`src/crcfp_pkg.sv`:
```
package crcfp_pkg;

  localparam int unsigned MAX_PAYLOAD = 256;
  localparam int unsigned POS_W       = 17;
  localparam int unsigned CFG_IDX_W   = 3;
  localparam int unsigned CFG_DATA_W  = 16;

  // frame positions of the fixed fields; the first payload byte sits at POS_PAYLOAD
  localparam logic [POS_W-1:0] POS_HDR2     = 17'd1;
  localparam logic [POS_W-1:0] POS_CMD      = 17'd2;
  localparam logic [POS_W-1:0] POS_LEN_LO   = 17'd3;
  localparam logic [POS_W-1:0] POS_LEN_HI   = 17'd4;
  localparam logic [POS_W-1:0] POS_PAYLOAD  = 17'd5;

  localparam logic [15:0] CRC_MSB          = 16'h8000;
  localparam logic [15:0] CRC_INIT         = 16'h0000;
  localparam logic [15:0] CRC_GEN_RESET    = 16'h1305;
  localparam logic [15:0] TIMEOUT_RESET    = 16'd1000;
  localparam logic [15:0] TICKS_MAX        = 16'hFFFF;

  typedef enum logic [CFG_IDX_W-1:0] {
    REG_HEADER_ONE  = 3'd0,
    REG_HEADER_TWO  = 3'd1,
    REG_TRAILER_ONE = 3'd2,
    REG_TRAILER_TWO = 3'd3,
    REG_TIMEOUT     = 3'd4,
    REG_CRC_GEN     = 3'd5
  } reg_idx_t;

  typedef enum logic [2:0] {
    ST_IDLE        = 3'd0,
    ST_IN_FRAME    = 3'd1,
    ST_OK          = 3'd2,
    ST_HEADER_BAD  = 3'd3,
    ST_TRAILER_BAD = 3'd4,
    ST_CRC_BAD     = 3'd5,
    ST_TOO_LONG    = 3'd6,
    ST_TIMEOUT     = 3'd7
  } status_t;

  typedef struct packed {
    logic [7:0]  header_one;
    logic [7:0]  header_two;
    logic [7:0]  trailer_one;
    logic [7:0]  trailer_two;
    logic [15:0] timeout_ticks;
    logic [15:0] crc_gen;
  } cfg_t;

  typedef struct packed {
    status_t     status;
    logic [7:0]  frame_cmd;
    logic [15:0] frame_len;
    logic [7:0]  payload_byte;
    logic [7:0]  payload_index;
    logic        payload_valid;
  } result_t;

endpackage

```
`src/crcfp_crc.sv`:
```
module crcfp_crc (
  input  logic [15:0] crc_in,
  input  logic [7:0]  data_in,
  input  logic [15:0] poly,
  output logic [15:0] crc_out
);

  // one byte, MSB first, eight shift steps
  always_comb begin
    logic [15:0] c;
    c = crc_in ^ {data_in, 8'h00};
    for (int b = 0; b < 8; b++) begin
      if ((c & crcfp_pkg::CRC_MSB) != 16'h0000) begin
        c = {c[14:0], 1'b0} ^ poly;
      end else begin
        c = {c[14:0], 1'b0};
      end
    end
    crc_out = c;
  end

endmodule

```
`src/crcfp_core.sv`:
```
module crcfp_core (
  input  logic                 clk,
  input  logic                 rst_n,
  input  logic                 step,
  input  logic                 req_type,
  input  logic [7:0]           rx_byte,
  input  crcfp_pkg::cfg_t      cfg,
  output crcfp_pkg::result_t   res
);

  logic [crcfp_pkg::POS_W-1:0] pos_r, pos_nxt;
  logic                        in_frame_r, in_frame_nxt;
  logic [7:0]                  cmd_r, cmd_nxt;
  logic [15:0]                 len_r, len_nxt;
  logic [15:0]                 crc_r, crc_nxt;
  logic [7:0]                  crc_lo_r, crc_lo_nxt;
  logic [15:0]                 ticks_r, ticks_nxt;

  logic [15:0]                 crc_fed;
  logic [crcfp_pkg::POS_W-1:0] tail;
  logic [crcfp_pkg::POS_W-1:0] pay_off;
  logic                        advance;

  crcfp_crc u_crc (
    .crc_in  (crc_r),
    .data_in (rx_byte),
    .poly    (cfg.crc_gen),
    .crc_out (crc_fed)
  );

  assign tail    = crcfp_pkg::POS_PAYLOAD + {1'b0, len_r};
  assign pay_off = pos_r - crcfp_pkg::POS_PAYLOAD;

  always_comb begin
    pos_nxt      = pos_r;
    in_frame_nxt = in_frame_r;
    cmd_nxt      = cmd_r;
    len_nxt      = len_r;
    crc_nxt      = crc_r;
    crc_lo_nxt   = crc_lo_r;
    ticks_nxt    = ticks_r;
    advance      = 1'b0;
    res          = '0;
    res.status   = crcfp_pkg::ST_IN_FRAME;

    if (req_type) begin
      if (!in_frame_r) begin
        res.status = crcfp_pkg::ST_IDLE;
      end else begin
        if (ticks_r != crcfp_pkg::TICKS_MAX) begin
          ticks_nxt = ticks_r + 16'd1;
        end
        if (ticks_nxt > cfg.timeout_ticks) begin
          res.status   = crcfp_pkg::ST_TIMEOUT;
          in_frame_nxt = 1'b0;
          pos_nxt      = '0;
        end
      end
    end else if (!in_frame_r) begin
      if (rx_byte == cfg.header_one) begin
        in_frame_nxt = 1'b1;
        pos_nxt      = crcfp_pkg::POS_HDR2;
        cmd_nxt      = '0;
        len_nxt      = '0;
        crc_nxt      = crcfp_pkg::CRC_INIT;
        ticks_nxt    = '0;
      end else begin
        res.status = crcfp_pkg::ST_HEADER_BAD;
        pos_nxt    = '0;
      end
    end else begin
      advance = 1'b1;
      priority if (pos_r == crcfp_pkg::POS_HDR2) begin
        if (rx_byte != cfg.header_two) begin
          res.status = crcfp_pkg::ST_HEADER_BAD;
          advance    = 1'b0;
        end
      end else if (pos_r == crcfp_pkg::POS_CMD) begin
        cmd_nxt = rx_byte;
        crc_nxt = crc_fed;
      end else if (pos_r == crcfp_pkg::POS_LEN_LO) begin
        len_nxt = {8'h00, rx_byte};
        crc_nxt = crc_fed;
      end else if (pos_r == crcfp_pkg::POS_LEN_HI) begin
        len_nxt = {rx_byte, len_r[7:0]};
        crc_nxt = crc_fed;
        if (32'(len_nxt) > crcfp_pkg::MAX_PAYLOAD) begin
          res.status = crcfp_pkg::ST_TOO_LONG;
          advance    = 1'b0;
        end
      end else if (pos_r < tail) begin
        crc_nxt           = crc_fed;
        res.payload_byte  = rx_byte;
        res.payload_index = pay_off[7:0];
        res.payload_valid = 1'b1;
      end else if (pos_r == tail) begin
        if (rx_byte != cfg.trailer_one) begin
          res.status = crcfp_pkg::ST_TRAILER_BAD;
          advance    = 1'b0;
        end
      end else if (pos_r == tail + 17'd1) begin
        if (rx_byte != cfg.trailer_two) begin
          res.status = crcfp_pkg::ST_TRAILER_BAD;
          advance    = 1'b0;
        end
      end else if (pos_r == tail + 17'd2) begin
        crc_lo_nxt = rx_byte;
      end else begin
        res.status = ({rx_byte, crc_lo_r} == crc_r) ? crcfp_pkg::ST_OK
                                                    : crcfp_pkg::ST_CRC_BAD;
        advance    = 1'b0;
      end
      if (advance) begin
        pos_nxt = pos_r + 17'd1;
      end else begin
        in_frame_nxt = 1'b0;
        pos_nxt      = '0;
      end
    end

    res.frame_cmd = cmd_nxt;
    res.frame_len = len_nxt;
  end

  always_ff @(posedge clk) begin
    if (!rst_n) begin
      pos_r      <= '0;
      in_frame_r <= 1'b0;
      cmd_r      <= '0;
      len_r      <= '0;
      crc_r      <= crcfp_pkg::CRC_INIT;
      crc_lo_r   <= '0;
      ticks_r    <= '0;
    end else if (step) begin
      pos_r      <= pos_nxt;
      in_frame_r <= in_frame_nxt;
      cmd_r      <= cmd_nxt;
      len_r      <= len_nxt;
      crc_r      <= crc_nxt;
      crc_lo_r   <= crc_lo_nxt;
      ticks_r    <= ticks_nxt;
    end
  end

endmodule

```
`src/crc16_framed_packet_parser.sv`:
```
// Throughput: one beat per cycle while out_ready does not stall the result register;
// an input register and a result register decouple the two sides, the frame state
// and byte-wide CRC sit between them.
// Reset (rst_n low, synchronous): both stages empty, parser hunting for a header,
// config registers back to their defaults.
module crc16_framed_packet_parser (
  input  logic                             clk,
  input  logic                             rst_n,
  input  logic                             in_valid,
  output logic                             in_ready,
  input  logic                             in_req_type,
  input  logic [7:0]                       in_rx_byte,
  output logic                             out_valid,
  input  logic                             out_ready,
  output logic [2:0]                       out_status,
  output logic [7:0]                       out_frame_cmd,
  output logic [15:0]                      out_frame_len,
  output logic [7:0]                       out_payload_byte,
  output logic [7:0]                       out_payload_index,
  output logic                             out_payload_valid,
  input  logic                             cfg_valid,
  output logic                             cfg_ready,
  input  logic [crcfp_pkg::CFG_IDX_W-1:0]  cfg_index,
  input  logic [crcfp_pkg::CFG_DATA_W-1:0] cfg_data
);

  crcfp_pkg::cfg_t    cfg_r;
  crcfp_pkg::result_t res;
  crcfp_pkg::result_t res_r;

  logic       s1_valid_r;
  logic       s1_type_r;
  logic [7:0] s1_byte_r;
  logic       out_valid_r;
  logic       step;

  assign cfg_ready = 1'b1;

  always_ff @(posedge clk) begin
    if (!rst_n) begin
      cfg_r.header_one    <= '0;
      cfg_r.header_two    <= '0;
      cfg_r.trailer_one   <= '0;
      cfg_r.trailer_two   <= '0;
      cfg_r.timeout_ticks <= crcfp_pkg::TIMEOUT_RESET;
      cfg_r.crc_gen       <= crcfp_pkg::CRC_GEN_RESET;
    end else if (cfg_valid) begin
      unique case (cfg_index)
        crcfp_pkg::REG_HEADER_ONE:  cfg_r.header_one    <= cfg_data[7:0];
        crcfp_pkg::REG_HEADER_TWO:  cfg_r.header_two    <= cfg_data[7:0];
        crcfp_pkg::REG_TRAILER_ONE: cfg_r.trailer_one   <= cfg_data[7:0];
        crcfp_pkg::REG_TRAILER_TWO: cfg_r.trailer_two   <= cfg_data[7:0];
        crcfp_pkg::REG_TIMEOUT:     cfg_r.timeout_ticks <= cfg_data;
        crcfp_pkg::REG_CRC_GEN:     cfg_r.crc_gen       <= cfg_data;
        default: ;
      endcase
    end
  end

  // input stage moves on whenever the result register is free or draining
  assign step     = s1_valid_r && (!out_valid_r || out_ready);
  assign in_ready = !s1_valid_r || step;

  always_ff @(posedge clk) begin
    if (!rst_n) begin
      s1_valid_r <= 1'b0;
    end else if (in_ready) begin
      s1_valid_r <= in_valid;
    end
  end

  always_ff @(posedge clk) begin
    if (in_valid && in_ready) begin
      s1_type_r <= in_req_type;
      s1_byte_r <= in_rx_byte;
    end
  end

  crcfp_core u_core (
    .clk      (clk),
    .rst_n    (rst_n),
    .step     (step),
    .req_type (s1_type_r),
    .rx_byte  (s1_byte_r),
    .cfg      (cfg_r),
    .res      (res)
  );

  always_ff @(posedge clk) begin
    if (!rst_n) begin
      out_valid_r <= 1'b0;
    end else begin
      out_valid_r <= step || (out_valid_r && !out_ready);
    end
  end

  always_ff @(posedge clk) begin
    if (step) begin
      res_r <= res;
    end
  end

  assign out_valid         = out_valid_r;
  assign out_status        = res_r.status;
  assign out_frame_cmd     = res_r.frame_cmd;
  assign out_frame_len     = res_r.frame_len;
  assign out_payload_byte  = res_r.payload_byte;
  assign out_payload_index = res_r.payload_index;
  assign out_payload_valid = res_r.payload_valid;

endmodule

```
`config.mk`:
```
export PLATFORM = sky130hd
export DESIGN_NAME = crc16_framed_packet_parser
export DESIGN_NICKNAME = d
export VERILOG_FILES = /design/src/crcfp_pkg.sv /design/src/crcfp_crc.sv /design/src/crcfp_core.sv /design/src/crc16_framed_packet_parser.sv
export SDC_FILE = /design/constraint.sdc
export NUM_CORES = 1
export LEC_CHECK = 0
export ABC_AREA = 0
export BUFFER_PORTS_ARGS = -buffer_cell sky130_fd_sc_hd__buf_4
export CELL_PAD_IN_SITES_DETAIL_PLACEMENT = 1
export CELL_PAD_IN_SITES_GLOBAL_PLACEMENT = 1
export CORE_MARGIN = 10
export CORE_UTILIZATION = 40
export DETAILED_ROUTE_END_ITERATION = 10
export GPL_TIMING_DRIVEN = 0
export PLACE_DENSITY = 0.72
export SKIP_CTS_REPAIR_TIMING = 1
export SLEW_MARGIN = 20
export SYNTH_ARGS = -nofsm -noshare
export SYNTH_HDL_FRONTEND = slang
export SYNTH_HIERARCHICAL = 1
export SYNTH_SLANG_ARGS = --single-unit
export TNS_END_PERCENT = 20
```
`constraint.sdc`:
```
create_clock -name clk -period 9.7 [get_ports clk]
set_input_delay 0.97 -clock clk [delete_from_list [all_inputs] [get_ports clk]]
set_output_delay 0.97 -clock clk [all_outputs]
set_load 0.02 [all_outputs]
```
==> results by group, run 1 <==
Worst setup path
  • CP bufs+invs: 2
  • Crit. Startpoint: u_core/ticks_r[3]$_SDFFE_PN0P_
  • CP dominant cell by count: a21o_1
  • Kind of critical path: flip-flop to flip-flop
  • CP Capture Type: flip-flop
  • RR Endpoint: u_core/pos_r[5]$_SDFFE_PN0P_
  • Worst Setup EP: u_core/pos_r[5]$_SDFFE_PN0P_
  • Worst endpoint required time: 10160 ps
  • Crit path max-delay family: compound AO/OA/AOI/OAI gates
  • Crit path depth: 21
  • Max FO, Critical Path: 10
  • R2R Setup Slk: roughly 4700 ps
  • Critical path data arrival time: ~5500 ps
  • R2R cell count: 21
  • Reg-to-reg startpoint: u_core/ticks_r[3]$_SDFFE_PN0P_
  • Cell breakdown of the critical path: clkbuf_1, and4_1, nand4_1, nor2_1, and4_1, nand3_1, and4_1, and3_1, xor2_1, ha_1, a21o_1, a21o_1, a21o_1, a21o_1, a21o_1, a211o_1, o221ai_1, a2111o_1, clkbuf_1, nand3_1, o211ai_1
  • CP max-delay cell: clkbuf_1
  • Slowest stage delay, CP: 430 ps
  • Crit start category: flip-flop

Layout
  • Final net count: 1920
  • Fillers: 4434
  • Layout cell share with drive strength beyond 1: 13.4%
  • Finished Layout Cells: 2372
  • Most frequent cells in the layout: 206 x nand2_1, 148 x dfxtp_1, 136 x xnor2_1
  • Area added between synthesis and finish: 13.3%
  • Register area: 4550 sq um
  • Most common cell after layout, fill and taps aside: nand2_1
  • ANT cells: 0
  • Multi-input logic area: roughly 9600 sq um

Timing
  • Final hold slack: 459 ps
  • Worst clock skew: ~19 ps
  • Final WS setup: 4670 ps
  • Fmax: 0.199 GHz
  • Endpoints failing hold: 0
  • Post-route clock period utilization: 51.9%
  • Final slew viol count: 0
  • Setup total negative slack: 0 ps
  • Final worst path period need: slightly above 5000 ps
  • Slew @ Worst Pin: 962 ps
  • Setup violations, final: 0
  • Worst slew margin: 35.4%
  • RSZ-0062 raised after global routing: false

GRT
  • Largest net degree at the start of global routing: 27
  • Most used routing layer: met2
  • Grt met3 use: 2.28%
  • First-pass GRT wire length: ~80 mm
  • Antenna violations before repair: 0
  • GRT met1 Usage: roughly 29%
  • Overall global routing resource usage: 21.4%
  • Vias in the first global route: roughly 14000
  • Met2 usage: between 30% and 40%
  • GRT overflow: 0

Die
  • Die Height: 214 um
  • Initial Util: 40.3%
  • Die Area: 45800 sq um
  • Site Rows: 71
  • Core area: 37400 sq um
  • # IOs: 80
  • Die Wd: 214 um

Placed design
  • HPWL Detailed: 38.3 mm
  • GPL Wtd Cong: 0.882
  • DP Cell Count: 2330
  • Input/output buffers: 78
  • Pre-CTS WS: 4680 ps

Clock network
  • H-tree Lvls: 1
  • CTS tree: yes
  • CTS Sinks: ~200
  • CTS root buf: clkbuf_16
  • Clk Latency, worst-skew pair: 550 ps
  • Worst-case clock buffer depth: 3
  • Worst-path clk slew: roughly 60 ps
  • Cts bufs inserted: 23

Pwr
  • Pwr dens: 122 nW/um^2
  • Max rail drop VDD: 0.108 mV
  • P_leak: 6.50 nW

Routing
  • Total routed wirelength: between 50 and 60 mm
  • DRT Pass-1 Iters: 5
  • Vias: 13559
  • DRT iter0 DRCs: between 900 and 1000
  • Final antenna-violating net count: 0
  • # DRC: 0
  • Vias per cell: 5.72
  • Drt wl/cell: 21.3 um

Synthesis
  • Prevailing post-synth register cell: dfxtp_1
  • Warnings from Yosys: 6
  • Largest family of logic cells by synthesized area: simple AND/OR/NAND/NOR gates
  • Compound-Gate Fraction of Synth Area: 17.6%
  • Sequential share of the synthesized area: 30.3%
  • Post-synth EDFFs: 53
  • Syn Area/Cell: 8.66 sq um
  • Flops & latches, synth: approximately 200
  • Post-Syn Nets: roughly 1800
  • Async set or reset register ratio after synthesis: 0%
  • Post-synthesis mux area share: 4.90%
  • Post-synthesis xor/xnor area fraction: about 15%
  • Unique masters post-synth: 118
  • Synthesized instance count: roughly 1700
  • Synth Area in Adders: 3.57%
  • Simple logic cell fraction of the synthesized area: 22.4%
  • Cell area after synthesis: 15100 sq um

Run status
  • Outcome: complete, no violations

Hold path
  • Min-Delay Path Class: flip-flop to flip-flop

Job
  • Max cap viols: 0
-- worst min-delay path by stage --
stage,startpoint,endpoint,slack [ps],cells past startpoint
3_3_place_gp,cfg_r[17]$_SDFFE_PN0P_,cfg_r[17]$_SDFFE_PN0P_,440,2
4_1_cts,cfg_r[26]$_SDFFE_PN0P_,cfg_r[26]$_SDFFE_PN0P_,470,2
3_5_place_dp,cfg_r[31]$_SDFFE_PN0P_,cfg_r[31]$_SDFFE_PN0P_,450,2
6_report,cfg_r[26]$_SDFFE_PN0P_,cfg_r[26]$_SDFFE_PN0P_,460,2
2_1_floorplan,cfg_r[17]$_SDFFE_PN0P_,cfg_r[17]$_SDFFE_PN0P_,430,2
5_1_grt,cfg_r[36]$_SDFFE_PN0P_,cfg_r[36]$_SDFFE_PN0P_,490,2
-- layer usage --
layer  vias to the layer above  routed length, um
met4                         0               1440
met3                        72               2110
met2                       284              23700
met1                      6750              23400
met5                         -                  0
li1                       6453                  -
-- state kept, by name, indices dropped and copies added, names as in the netlist, 16 cells and up --
register / cells
u_core/crc_r: 16
u_core/ticks_r: 16
u_core/pos_r: 17
cfg_r: 64
u_core/len_r: 16
out_frame_len: 16
-- cell usage after synthesis (43+ instances only) --
cell | count | area share (%)
nand3_1 | 64 | 2.1
nand4_1 | 45 | 1.9
clkbuf_1 | 79 | 2.0
xor2_1 | 47 | 2.7
xnor2_1 | 136 | 7.9
ha_1 | 43 | 3.6
a21oi_1 | 61 | 2.0
nor2_1 | 123 | 3.1
mux2i_1 | 68 | 4.5
o21ai_0 | 59 | 2.0
a22oi_1 | 43 | 2.1
edfxtp_1 | 53 | 11
nand2_1 | 206 | 5.1
dfxtp_1 | 148 | 20
-- cells by family after synthesis --
kind of cell,after synthesis
AND/OR/NAND/NOR,653
adder cells (fa/ha/maj),43
flip-flops,201
buffers and inverters,178
multiplexers,73
XOR/XNOR,216
other,1
AO/OA/AOI/OAI,374
-- through the flow --
stage               instance area, sq um  utilization (%)  total power, mW
floorplan                          15100                -             1.15
global placement                   16300             43.5             1.24
detailed placement                 16300             43.7             1.25
CTS                                17100             45.6             2.09
global route                       17100             45.6             2.15
finish                             17100             45.6             2.08
-- tightest hold or removal path: cells and delay by family (launching register included) --
family	cells	cell delay, ps
muxes	1	50
and+or+nand+nor	1	50
DFF	1	310
-- final cells by class --
class                      count  area share [%]
buffer                       131            4.08
tap                          511            3.75
multi-input combinational   1360            56.5
clock inverter                12           0.491
timing repair buffer          80            3.71
inverter                      47            1.03
sequential                   201            26.7
clock buffer                  30            3.70
-- power by group --
| part | internal (mW) | leakage, nW | switching (mW) |
|---|---|---|---|
| logic | 0.145 | 4.43 | 0.203 |
| registers | 0.875 | 1.71 | 0.0134 |
| clock network | 0.464 | 0.353 | 0.375 |
| total | 1.49 | 6.50 | 0.592 |
Note: power is estimated with default switching activity, not from simulation.
==> run 2, diff against run 1 <==
--- a/config.mk
+++ b/config.mk
@@ -13,7 +13,7 @@
 export CORE_UTILIZATION = 40
 export DETAILED_ROUTE_END_ITERATION = 10
 export GPL_TIMING_DRIVEN = 0
-export PLACE_DENSITY = 0.72
+export PLACE_DENSITY = 0.74
 export SKIP_CTS_REPAIR_TIMING = 1
 export SLEW_MARGIN = 20
 export SYNTH_ARGS = -nofsm -noshare
==> constraint.sdc (replaced) <==
create_clock -name clk -period 4.2 [get_ports clk]
set_input_delay 0.42 -clock clk [delete_from_list [all_inputs] [get_ports clk]]
set_output_delay 0.42 -clock clk [all_outputs]
set_load 0.02 [all_outputs]
==> run 2 against run 1 <==
  * Non-clock buffer count grew 30
  * Sequential share of layout area shrank 1.2 points
  * Routed wire length grew 1.2%
  * Critical path type unchanged
  * Worst setup slack lost 4700 ps
  * Clock skew grew 3.0 ps
  * Die area is the same
  * Sequential power grew 130%
  * Highest routed layer unchanged
==> results by group, run 2 (same netlist as run 1, synthesis figures left out) <==
Run status
  • Outcome: complete, no violations

Timing
  • Worst slew margin: 35.4% (about the same)
  • Setup violations, final: 0 (unchanged)
  • Final slew viol count: 0 (unchanged)
  • Worst clock skew: 21.8 ps (+2.99 ps)
  • Post-route clock period utilization: 99.7% (+48 points)
  • Final WS setup: 13.6 ps (-4650 ps)
  • RSZ-0062 raised after global routing: true
  • Final worst path period need: 4190 ps (-848 ps)
  • Fmax: 0.239 GHz (+20%)
  • Slew @ Worst Pin: 970 ps (+7.64 ps)
  • Endpoints failing hold: 0 (unchanged)
  • Final hold slack: 60.2 ps (-399 ps)

Routing
  • Vias: 13721 (+1.2%)
  • # DRC: 0 (unchanged)
  • Final antenna-violating net count: 0 (unchanged)
  • Total routed wirelength: 51.2 mm (+1.2%)
  • Drt wl/cell: 21.3 um (about the same)
  • DRT Pass-1 Iters: 5 (unchanged)
  • DRT iter0 DRCs: 894 (-7.2%)
  • Vias per cell: 5.71 (about the same)

GRT
  • First-pass GRT wire length: 79.3 mm (-1.4%)
  • Vias in the first global route: 13859 (-1.2%)
  • Antenna violations before repair: 0 (unchanged)
  • Grt met3 use: 2.00% (-0.28 points)
  • Overall global routing resource usage: 21.0% (-0.40 points)
  • Met2 usage: 36.2% (+0.71 points)
  • Largest net degree at the start of global routing: 29 (+7.4%)
  • Most used routing layer: met2
  • GRT met1 Usage: 27.7% (-0.84 points)
  • GRT overflow: 0 (unchanged)

Clock network
  • Worst-case clock buffer depth: 3 (unchanged)
  • Clk Latency, worst-skew pair: 530 ps (-20 ps)
  • Cts bufs inserted: 23 (unchanged)
  • H-tree Lvls: 1 (unchanged)
  • Worst-path clk slew: 60 ps (about the same)
  • CTS Sinks: 201 (unchanged)
  • CTS tree: yes
  • CTS root buf: clkbuf_16

Worst setup path
  • Max FO, Critical Path: 10 (unchanged)
  • Cell breakdown of the critical path: buf_6, inv_1, ha_2, a21oi_4, nor4_1, xnor2_1, xnor2_1, or4_1, o311a_1, or4b_4, o32ai_4, buf_4, nor2_4, o211ai_1
  • Kind of critical path: flip-flop to flip-flop
  • CP Capture Type: flip-flop
  • Slowest stage delay, CP: 620 ps (+190 ps)
  • CP dominant cell by count: xnor2_1
  • CP bufs+invs: 3 (+1)
  • CP max-delay cell: or4b_4
  • Crit path max-delay family: simple AND/OR/NAND/NOR gates
  • Critical path data arrival time: 4620 ps (-880 ps)
  • Worst endpoint required time: 4630 ps (-5530 ps)
  • Crit start category: flip-flop

Job
  • Max cap viols: 0 (unchanged)

Die
  • Die Area: 45800 sq um (unchanged)
  • Die Wd: 214 um (unchanged)
  • Site Rows: 71 (unchanged)
  • Die Height: 214 um (unchanged)
  • Initial Util: 40.3% (unchanged)
  • # IOs: 80 (unchanged)
  • Core area: 37400 sq um (unchanged)

Pwr
  • Pwr dens: 290 nW/um^2 (+140%)
  • Max rail drop VDD: 0.263 mV (+140%)
  • P_leak: 6.87 nW (+5.8%)

Layout
  • Most common cell after layout, fill and taps aside: nand2_1
  • Fillers: 4384 (-1.1%)
  • Top reg by flops: cfg_r
  • Post-layout util: 48.0% (+2.3 points)
  • Area added between synthesis and finish: 19.1%
  • ANT cells: 0 (unchanged)
  • Layout cell share with drive strength beyond 1: 19.0% (+5.6 points)
  • Most frequent cells in the layout: 205 x nand2_1, 139 x dfxtp_1, 125 x xnor2_1
  • Top Registers: cfg_r: 64 flops, u_core/pos_r: 17 flops
  • Final net count: 1950 (+1.6%)
  • Max reg flops: 64 (unchanged)

Placed design
  • Input/output buffers: 78 (unchanged)
  • Pre-CTS WS: -857 ps (-5540 ps)
  • GPL Wtd Cong: 0.908 (+3.0%)
  • HPWL Detailed: 38.2 mm (-0.21%)

Hold path
  • Min-Delay Path Class: input pin to flip-flop
[run 2: layer usage]
layer / routed length (um) / up-vias / part of all wire [%]
met1: 23300 / 6879 / 45
li1: - / 6514 / -
met4: 1160 / 0 / 2.3
met5: 0 / - / 0
met3: 1880 / 65 / 3.7
met2: 24900 / 263 / 49
[run 2: worst register-to-register path, stage by stage, from the launching register on]
cell and delay, ps:
dfxtp_2 350, buf_6 170, inv_1 70, ha_2 230, a21oi_4 100, nor4_1 500
xnor2_1 310, xnor2_1 290, or4_1 570, o311a_1 150, or4b_4 620, o32ai_4 260
buf_4 210, nor2_4 70, o211ai_1 200
[run 2: cell type report]
cell class	count	area, sq um	area share [%]
buffer	127	732	4.08
clock buffer	27	601	3.35
clock inverter	15	249	1.39
inverter	47	176	0.984
multi-input combinational	1360	10100	56.2
sequential	201	4580	25.5
tap	511	639	3.57
timing repair buffer	114	885	4.93
[run 2: path summary, 6_finish.rpt]
path                                        end                    startpoint  slack, ps  depth (start not counted)
setup / recovery  u_core/pos_r[15]$_SDFFE_PN0P_  u_core/len_r[2]$_SDFFE_PN0P_         10                         14
hold / removal           s1_byte_r[1]$_DFFE_PP_                 in_rx_byte[1]         60                          1
setup reg to reg  u_core/pos_r[15]$_SDFFE_PN0P_  u_core/len_r[2]$_SDFFE_PN0P_         10                         14
hold reg to reg          cfg_r[10]$_SDFFE_PN0P_        cfg_r[10]$_SDFFE_PN0P_        460                          2
[run 2: power breakdown]
| part | switching [mW] | internal, mW | total, mW | leakage [nW] |
|---|---|---|---|---|
| clock | 0.864 | 1.41 | 2.27 | 0.412 |
| sequential | 0.0295 | 2.02 | 2.05 | 1.71 |
| combinational | 0.507 | 0.380 | 0.887 | 4.74 |
| total | 1.40 | 3.81 | 5.21 | 6.87 |
[run 2: through the flow]
step                std cells  instance area (sq um)  power [mW]  TNS [ps]
floorplan                1739                  15100        2.65         0
global placement         2328                  16300        2.87    -27160
detailed placement       2329                  16300        2.89    -24760
CTS                      2371                  17200        5.17    -26560
global route             2402                  17900        5.39     -2820
finish                   2402                  17900        5.21         0
